`src/rtl/cdq_pkg.sv`:
```
// ----------------------------------------------------------------------------
// cdq_pkg
// Request and result types, command and status codes, controller states.
// ----------------------------------------------------------------------------
package cdq_pkg;

    localparam int FIELD_W = 32;
    localparam int EXT_W   = 64;

    localparam logic [2:0] CMD_NOP        = 3'd0;
    localparam logic [2:0] CMD_PUSH_FRONT = 3'd1;
    localparam logic [2:0] CMD_PUSH_REAR  = 3'd2;
    localparam logic [2:0] CMD_POP_FRONT  = 3'd3;
    localparam logic [2:0] CMD_POP_REAR   = 3'd4;

    localparam logic [1:0] STS_DONE  = 2'd0;
    localparam logic [1:0] STS_FULL  = 2'd1;
    localparam logic [1:0] STS_EMPTY = 2'd2;

    typedef struct packed {
        logic [2:0]                cmd;
        logic signed [FIELD_W-1:0] push_value;
    } t_in_item;

    typedef struct packed {
        logic [1:0]                status;
        logic signed [FIELD_W-1:0] front_value;
        logic signed [FIELD_W-1:0] rear_value;
        logic                      empty_flag;
        logic                      full_flag;
    } t_out_item;

    typedef enum logic [1:0] {
        ST_IDLE,
        ST_EXEC,
        ST_READ,
        ST_DONE
    } t_state;

    typedef struct packed {
        logic capture;
        logic execute;
        logic read;
        logic load;
    } t_dp_cmd;

endpackage

```
`src/rtl/cdq_ctrl.sv`:
```
// ----------------------------------------------------------------------------
// cdq_ctrl
// Sequencer: accept a request, update, read both ends, load the result.
// ----------------------------------------------------------------------------
module cdq_ctrl (
    input  logic             i_clk,
    input  logic             i_rst_n,
    input  logic             i_in_valid,
    output logic             o_in_stall,
    output logic             o_out_valid,
    input  logic             i_out_stall,
    output cdq_pkg::t_dp_cmd o_dp_cmd
);

    cdq_pkg::t_state r_state, n_state;
    logic            r_out_valid, n_out_valid;
    logic            w_load_ok;

    assign w_load_ok = !r_out_valid || !i_out_stall;

    // next state
    always_comb begin
        n_state = r_state;
        unique case (r_state)
            cdq_pkg::ST_IDLE: if (i_in_valid) n_state = cdq_pkg::ST_EXEC;
            cdq_pkg::ST_EXEC: n_state = cdq_pkg::ST_READ;
            cdq_pkg::ST_READ: n_state = cdq_pkg::ST_DONE;
            cdq_pkg::ST_DONE: if (w_load_ok) n_state = cdq_pkg::ST_IDLE;
            default:          n_state = cdq_pkg::ST_IDLE;
        endcase
    end

    // outputs
    always_comb begin
        o_dp_cmd   = '0;
        o_in_stall = 1'b1;
        unique case (r_state)
            cdq_pkg::ST_IDLE: begin
                o_in_stall       = 1'b0;
                o_dp_cmd.capture = i_in_valid;
            end
            cdq_pkg::ST_EXEC: o_dp_cmd.execute = 1'b1;
            cdq_pkg::ST_READ: o_dp_cmd.read    = 1'b1;
            cdq_pkg::ST_DONE: o_dp_cmd.load    = w_load_ok;
            default:          o_dp_cmd         = '0;
        endcase
    end

    // result valid: set on load, drop once taken
    always_comb begin
        n_out_valid = r_out_valid && i_out_stall;
        if (o_dp_cmd.load) n_out_valid = 1'b1;
    end

    always_ff @(posedge i_clk) begin
        if (!i_rst_n) begin
            r_state     <= cdq_pkg::ST_IDLE;
            r_out_valid <= 1'b0;
        end else begin
            r_state     <= n_state;
            r_out_valid <= n_out_valid;
        end
    end

    assign o_out_valid = r_out_valid;

endmodule

```
`config.mk`:
```
export PLATFORM = sky130hd
export DESIGN_NAME = cdq_ctrl
export DESIGN_NICKNAME = d
export VERILOG_FILES = /design/src/rtl/cdq_pkg.sv /design/src/rtl/cdq_ctrl.sv
export SDC_FILE = /design/constraint.sdc
export NUM_CORES = 1
export LEC_CHECK = 0
export ABC_CLOCK_PERIOD_IN_PS = 1900
export CAP_MARGIN = 30
export CORE_AREA = 4 4 41 43
export CTS_BUF_LIST = sky130_fd_sc_hd__clkbuf_8
export DETAILED_ROUTE_END_ITERATION = 6
export DIE_AREA = 0 0 45 47
export DONT_BUFFER_PORTS = 1
export PLACE_DENSITY_LB_ADDON = 0.3
export RECOVER_POWER = 25
export SKIP_LAST_GASP = 1
export SYNTH_ARGS = -nofsm -noshare
export SYNTH_HDL_FRONTEND = slang
export SYNTH_SLANG_ARGS = --single-unit
```
`constraint.sdc`:
```
create_clock -name i_clk -period 1.9 [get_ports i_clk]
set_input_delay 0.095 -clock i_clk [delete_from_list [all_inputs] [get_ports i_clk]]
set_output_delay 0.095 -clock i_clk [all_outputs]
set_load 0.1 [all_outputs]
```
==> results by group, run 1 <==
Status
  • Status: completed

Floorplan
  • Die area: 0.00212 mm2
  • Row count: 13
  • Die width: ~45 um
  • Initial core utilization: 0.161
  • I/O pin count: 10
  • Core area: 0.00130 mm2
  • Die Span Y: 47 um

Global route
  • Grt ovf: 0
  • Gr usage total: 0.0600
  • Largest net degree at the start of global routing: 6
  • Global-route wire length before repair: between 800 and 900 um
  • Vias in the first global route: 197
  • Initial antenna violation count: 0

Timing
  • Final period utilization: 0.827
  • Min Tclk post-route: 1.57 ns
  • Top achievable clock speed: between 600 and 700 MHz
  • Worst-margin pin slew: 1.16 ns
  • RSZ-0062 raised after global routing: false
  • Fin Clk Skew: around 0.0013 ns
  • TNS Setup: 0 ns
  • Hold Vio Cnt, Final: 0
  • Rel. slew slack: 0.228
  • Final Setup Violations: 0
  • Max Slew Vio Count: 0

Detailed routing
  • DRT Wirelength: between 500 and 600 um
  • Initial detailed-routing violation count: 0
  • WL/cell: 11.0 um
  • Vias/cell: 3.96
  • DR vias: between 150 and 200
  • DR DRC count: 0
  • Final antenna-violating net count: 0
  • Drt pass-1 iters: 1

Logic synthesis
  • Top cell type's share of synthesized area: 0.299
  • Mapped Cells: 23
  • Count of cell types in the netlist: 12
  • Avg Cell Area, Syn: between 9 and 10 um2
  • Synth top area cells: ha_1 30%, dfxtp_1 29%, mux2i_1 9.6%
  • Syn Nets: 32
  • Cell taking the most area after synthesis: ha_1
  • Register area share after synthesis: 0.287
  • Yosys warning count: 0
  • Cell Area, Synth: between 200 and 250 um2
  • Number of synthesized register bits: 3

Placement
  • GPL Wtd Cong: 0.654
  • DP HPWL: 431 um
  • Post-Place Cell Area: 269 um2
  • Port buffer count: 0

Finish
  • Seq. cell area: 60.1 um2
  • Layout cells sized above 1: 0.281
  • Synth-to-Final Area Change: 48.5%
  • Util after Layout: 0.238
  • # fillers: 151
  • Area of the multi-input gates: around 140 um2
  • Final nets: 42
  • N_diodes: 0
  • Finished Cell Area: 310 um2
  • Most common cell after layout, fill and taps aside: ha_1
  • Most frequent cells in the layout: 5 x ha_1, 4 x inv_1, 4 x buf_4

Clock network
  • Root Driver: clkbuf_8
  • CTS Buf Count: 3
  • Clk sink count: 3
  • Worst-path clk slew: 0.03 ns
  • # hold bufs at CTS: 0
  • CTS tree: built
  • Clk Latency, worst-skew pair: approximately 0.21 ns
  • Post-CTS Setup Bufs: 0
  • CTS max path bufs: 2
  • Number of gates resized after CTS: 0
  • H-tree depth: 1

Min path
  • Worst hold path type: input pin to flip-flop

Setup path
  • Worst-path fanout max: 4
  • Critical Path, Cell by Cell: clkbuf_1
  • WP data required: roughly 1.8 ns
  • Crit path max-delay family: buffers and inverters
  • Crit path kind: flip-flop to output port
  • CP startpoint kind: flip-flop
  • Crit. End Element: output port
  • Crit-path slowest cell: clkbuf_1
  • Arrival time worst endpoint: 1.48 ns
  • Crit path buf inv count: 1
  • CP max stage delay: slightly below 0.9 ns

Run
  • Max-cap viol count: 0
## registers in the layout, indices dropped and copies added, names as in the netlist
name and flops:
r_state 2, o_out_valid 1
## Yosys cell counts
cell type	number
o21a_1	1
nand3_1	1
nand2_1	3
a21boi_0	1
inv_1	3
o21ai_0	1
dfxtp_1	3
mux2i_1	2
and2_2	1
nor2b_1	1
ha_1	5
a21oi_1	1
## metal layers
layer,routed length (um),GRT usage,vias to the layer above
met1,205,0.0522,82
met2,218,0.0847,12
met3,92,0.0766,0
met4,0,0.0175,0
li1,-,-,92
met5,0,0,-
## through the flow
step	worst slack (ns)	hold slack (ns)	cells
after global placement	0.743	0.232	43
after CTS	0.469	0.0392	47
after global routing	0.305	0.0425	47
after floorplan	0.137	0.223	23
after detailed placement	0.651	0.240	43
final	0.329	0.0287	47
## logic make-up after synthesis
group,after synthesis,synth area share
fa+ha+maj,5,0.299
mux,2,0.0958
compound gates,4,0.120
buf+inv,3,0.0539
simple gates,6,0.144
flops,3,0.287
## path summary, 6_finish.rpt
kind / from / endpoint / slack [ns] / cells after the start
worst min-delay path: i_rst_n / o_out_valid$_SDFF_PN0_ / 0.03 / 1
worst max register to register: r_state[0]$_SDFFE_PN0P_ / r_state[1]$_SDFFE_PN0P_ / 0.66 / 5
worst max-delay path: o_out_valid$_SDFF_PN0_ / o_out_valid / 0.33 / 1
worst min register to register: r_state[0]$_SDFFE_PN0P_ / r_state[0]$_SDFFE_PN0P_ / 0.51 / 2
## worst register-to-register path: cells and delay by family, from the launching register on
kind | cells | cell delay (ns)
AO/OA/AOI/OAI | 1 | 0.18
adder cells (fa/ha/maj) | 1 | 0.22
multiplexers | 1 | 0.22
buffers and inverters | 2 | 0.17
flip-flops | 1 | 0.36
## cell type report
type                    instances  share of cell area
inverters                       3              0.0363
repair buffers                  5               0.109
well taps                      15              0.0605
multi-input cells              17               0.456
flip-flops and latches          3               0.194
clock inverters                 1              0.0121
clock buffers                   3               0.133
Power of run 1 is not shown: default switching activity piles up to over one toggle a cycle in this logic, so the estimate is an artifact.
==> inputs of run 2 (changes only) <==
--- a/config.mk
+++ b/config.mk
@@ -5,7 +5,7 @@
 export SDC_FILE = /design/constraint.sdc
 export NUM_CORES = 1
 export LEC_CHECK = 0
-export ABC_CLOCK_PERIOD_IN_PS = 1900
+export ABC_CLOCK_PERIOD_IN_PS = 1300
 export CAP_MARGIN = 30
 export CORE_AREA = 4 4 41 43
 export CTS_BUF_LIST = sky130_fd_sc_hd__clkbuf_8
==> constraint.sdc (replaced) <==
create_clock -name i_clk -period 1.3 [get_ports i_clk]
set_input_delay 0.065 -clock i_clk [delete_from_list [all_inputs] [get_ports i_clk]]
set_output_delay 0.065 -clock i_clk [all_outputs]
set_load 0.1 [all_outputs]
==> results by group, run 2 (synthesis gave the netlist of run 1 again) <==
Status
  • Status: completed

Timing
  • Min Hold Slack: 0.00219 ns
  • Final period utilization: 0.944
  • Final Worst Setup Slack: 0.0727 ns
  • Max Slew Vio Count: 0
  • Hold Vio Cnt, Final: 0
  • Fin Clk Skew: about 0.0027 ns
  • Top achievable clock speed: 815 MHz
  • Worst-margin pin slew: between 0.5 and 0.6 ns
  • Final Setup Violations: 0
  • RSZ-0062 raised after global routing: false
  • Rel. slew slack: 0.639
  • Min Tclk post-route: about 1.2 ns

Finish
  • Synth-to-Final Area Change: 89.8%
  • N_diodes: 0
  • Layout cells sized above 1: 0.559
  • Most frequent cells in the layout: 3 x nand2_1, 3 x ha_1, 3 x clkbuf_8, 3 x dfxtp_2, 3 x buf_12
  • Max reg flops: 2
  • Area of the multi-input gates: 164 um2
  • Final nets: 44
  • # fillers: 144
  • Largest register by flop count: r_state
  • Finished Cell Area: 397 um2
  • Finished Layout Cells: 49
  • Seq. cell area: 63.8 um2

Floorplan
  • Die area: 0.00212 mm2
  • Die Span Y: roughly 47 um
  • Row count: 13
  • Die width: 45 um
  • I/O pin count: 10
  • Initial core utilization: 0.161
  • Core area: 0.00130 mm2

Setup path
  • Reg2Reg Depth: 4
  • Arrival time worst endpoint: roughly 1.2 ns
  • FF-to-FF Start: r_state[0]$_SDFFE_PN0P_
  • CP startpoint kind: flip-flop
  • Critical Path, Cell by Cell: ha_1 > a21boi_4 > buf_12
  • Flop2flop setup slack: 0.20 ns
  • Crit path kind: flip-flop to output port
  • CP max stage delay: 0.35 ns
  • Crit-path slowest cell: dfxtp_2
  • Worst-path fanout max: 4
  • Crit path max-delay family: flip-flops
  • RR Endpoint: r_state[0]$_SDFFE_PN0P_
  • Crit path buf inv count: 1
  • Crit. End Element: output port
  • WP data required: 1.24 ns

Detailed routing
  • DR vias: about 190
  • WL/cell: 9.73 um
  • DRT Wirelength: 477 um
  • Vias/cell: 3.86
  • Final antenna-violating net count: 0
  • Drt pass-1 iters: 1
  • Initial detailed-routing violation count: 0
  • DR DRC count: 0

Global route
  • Met2 usage: 0.0904
  • Grt ovf: 0
  • Initial antenna violation count: 0
  • Gr usage total: 0.0608
  • Largest net degree at the start of global routing: 5
  • Global-route wire length before repair: around 900 um
  • Vias in the first global route: 223
  • Met3 Usage GRT: 0.0421
  • Met1 Track Usage GR: 0.0567
  • Global route hottest layer: met2

Clock network
  • H-tree depth: 1
  • Clk Latency, worst-skew pair: 0.21 ns
  • Number of gates resized after CTS: 0
  • CTS max path bufs: 2
  • CTS tree: built
  • CTS Buf Count: 3
  • Root Driver: clkbuf_8
  • Clk sink count: 3
  • Worst-path clk slew: 0.03 ns

Placement
  • Cell total after placement: 44
  • Post-Place Cell Area: ~340 um2
  • Port buffer count: 0
  • Placement Setup Slack: 0.186 ns
  • GPL Wtd Cong: 0.727
  • DP HPWL: 402 um

Min path
  • Hold Path Depth: 2
  • Hold path startpoint: i_rst_n
  • Worst hold path type: input pin to flip-flop
  • Min-Delay Endpoint: r_state[1]$_SDFFE_PN0P_

Run
  • Max-cap viol count: 0
==> run 2: cell types whose count changed in the layout (fill, tap and decap cells not counted), sizes merged <==
cell         delta
buf             +1
clkinvlp        +1
dlygate4sd3     +1
inv             -1
==> run 2: routing by layer <==
| layer | vias up | share of wire |
|---|---|---|
| met4 | 0 | 0 |
| met3 | 0 | 0.11 |
| met1 | 87 | 0.35 |
| met5 | - | 0 |
| met2 | 7 | 0.54 |
| li1 | 95 | - |
==> run 2: area by class of cell <==
cell class	instances	area share
Tap cell	15	0.0473
Sequential cell	3	0.161
Inverter	3	0.0379
Multi-Input combinational cell	17	0.413
Clock inverter	1	0.00946
Timing Repair Buffer	7	0.227
Clock buffer	3	0.104
==> run 2: how the worst max path moves through the flow <==
stage	cells after the start	slack, ns	from	end
6_report	3	0.07	r_state[0]$_SDFFE_PN0P_	o_dp_cmd[0]
5_1_grt	3	0.02	r_state[1]$_SDFFE_PN0P_	o_dp_cmd[0]
4_1_cts	3	0.06	r_state[0]$_SDFFE_PN0P_	o_dp_cmd[0]
3_5_place_dp	4	0.19	r_state[0]$_SDFFE_PN0P_	r_state[0]$_SDFFE_PN0P_
3_3_place_gp	4	0.22	r_state[0]$_SDFFE_PN0P_	r_state[1]$_SDFFE_PN0P_
2_1_floorplan	5	-0.25	r_state[1]$_SDFFE_PN0P_	r_state[0]$_SDFFE_PN0P_
==> run 2: worst reg2reg max path, delay by kind of cell, from the launching register on <==
kind	cells	cell delay [ns]
muxes	1	0.20
adders and majority gates	1	0.23
and+or+nand+nor	1	0.09
AOI/OAI and AO/OA	1	0.17
DFF	1	0.33
==> run 2: timing repair <==
item | in CTS | in global routing
hold buffers | 1 | 0
hold endpoints to repair | 2 | 0
buffers inserted | 0 | 0
==> run 2: per-stage QoR <==
stage	setup TNS (ns)	util
6_report	0	0.305
4_1_cts	0	0.307
3_3_place_gp	0	0.264
5_1_grt	0	0.305
2_1_floorplan	-0.490	-
3_5_place_dp	0	0.264
Power of run 2 is left out for the same reason.
==> inputs of run 3 (changes only) <==
--- a/config.mk
+++ b/config.mk
@@ -12,6 +12,7 @@
 export DETAILED_ROUTE_END_ITERATION = 6
 export DIE_AREA = 0 0 45 47
 export DONT_BUFFER_PORTS = 1
+export HOLD_SLACK_MARGIN = 0.05
 export PLACE_DENSITY_LB_ADDON = 0.3
 export RECOVER_POWER = 25
 export SKIP_LAST_GASP = 1
==> results by group, run 3 (synthesis gave the netlist of run 1 again) <==
Global route
  • Global-route wire length before repair: around 870 um
  • Gr usage total: 0.0600
  • Largest net degree at the start of global routing: 6
  • Grt ovf: 0
  • Initial antenna violation count: 0
  • Vias in the first global route: 219

Detailed routing
  • Vias/cell: 3.92
  • DRT Wirelength: about 470 um
  • Drt pass-1 iters: 4
  • DR DRC count: 0
  • WL/cell: 9.34 um
  • Initial detailed-routing violation count: 6
  • DR vias: 196
  • Final antenna-violating net count: 0

Finish
  • Final nets: 45
  • Max reg flops: 2
  • Largest register by flop count: r_state
  • Area of the multi-input gates: 164 um2
  • Util after Layout: 0.313
  • Layout cells sized above 1: 0.543
  • Most frequent cells in the layout: 3 x nand2_1, 3 x ha_1, 3 x clkbuf_8, 3 x dfxtp_2, 3 x buf_12
  • # fillers: 143
  • N_diodes: 0
  • Seq. cell area: ~64 um2
  • Synth-to-Final Area Change: 94.6%

Timing
  • Worst-margin pin slew: about 0.54 ns
  • Final Setup Violations: 0
  • Fin Clk Skew: around 0.0028 ns
  • Min Tclk post-route: 1.22 ns
  • Final Worst Setup Slack: 0.0785 ns
  • Top achievable clock speed: between 800 and 900 MHz
  • Final period utilization: 0.940
  • Max Slew Vio Count: 0
  • Hold Vio Cnt, Final: 0
  • Rel. slew slack: 0.639
  • RSZ-0062 raised after global routing: false
  • Min Hold Slack: 0.142 ns

Status
  • Status: completed

Clock network
  • CTS max path bufs: 2
  • H-tree depth: 1
  • Number of gates resized after CTS: 0
  • Clk Latency, worst-skew pair: between 0.2 and 0.25 ns
  • CTS Buf Count: 3
  • Root Driver: clkbuf_8
  • Worst-path clk slew: 0.03 ns
  • CTS tree: built
  • # hold bufs at CTS: 2
  • Clk sink count: 3
  • Post-CTS Setup Bufs: 0

Placement
  • DP HPWL: 402 um
  • GPL Wtd Cong: about 0.73
  • Port buffer count: 0
  • Placement Setup Slack: 0.186 ns

Setup path
  • Crit path kind: flip-flop to output port
  • Crit. End Element: output port
  • WP data required: 1.24 ns
  • Arrival time worst endpoint: ~1.2 ns
  • CP startpoint kind: flip-flop
  • Worst-path fanout max: 4

Floorplan
  • Die width: 45 um
  • Row count: 13
  • Initial core utilization: 0.161
  • I/O pin count: 10
  • Die Span Y: approximately 47 um
  • Core area: 0.00130 mm2
  • Die area: 0.00212 mm2

Min path
  • Worst hold path type: input pin to flip-flop

Run
  • Max-cap viol count: 0
-- run 3: changes by cell type in the layout (fill, tap and decap cells not counted), sizes merged --
cell / change
dlygate4sd3: +1
-- run 3: metrics by stage --
step / instance area [um2] / cells / TNS, ns
after floorplan: 243 / 23 / -0.490
after global placement: 344 / 44 / 0
after detailed placement: 344 / 44 / 0
after CTS: 409 / 50 / 0
after global routing: 407 / 50 / 0
final: 407 / 50 / 0
-- run 3: worst paths after layout --
check / startpoint / cells past startpoint / to / slack [ns]
worst max-delay path: r_state[0]$_SDFFE_PN0P_ / 3 / o_dp_cmd[0] / 0.08
worst min-delay path: i_in_valid / 2 / r_state[1]$_SDFFE_PN0P_ / 0.14
worst max register to register: r_state[0]$_SDFFE_PN0P_ / 4 / r_state[0]$_SDFFE_PN0P_ / 0.20
worst min register to register: r_state[1]$_SDFFE_PN0P_ / 2 / r_state[1]$_SDFFE_PN0P_ / 0.48
-- run 3: cell type report --
type	instances	share of cell area
Inverter	3	0.0369
Sequential cell	3	0.157
Tap cell	15	0.0462
Timing Repair Buffer	8	0.246
Multi-Input combinational cell	17	0.403
Clock buffer	3	0.102
Clock inverter	1	0.00923
-- run 3: routing by layer --
layer / track usage / vias up / routed length [um]
met5: 0 / - / 0
met4: 0.0526 / 0 / 0
met3: 0.0421 / 0 / 53
met2: 0.0904 / 10 / 254
met1: 0.0544 / 89 / 159
li1: - / 97 / -
-- run 3: worst max-delay path, cell delays in order (launching register included) --
cell	delay [ns]
dfxtp_2	0.35
ha_1	0.20
a21boi_4	0.20
buf_12	0.19
Power of run 3 is left out for the same reason.
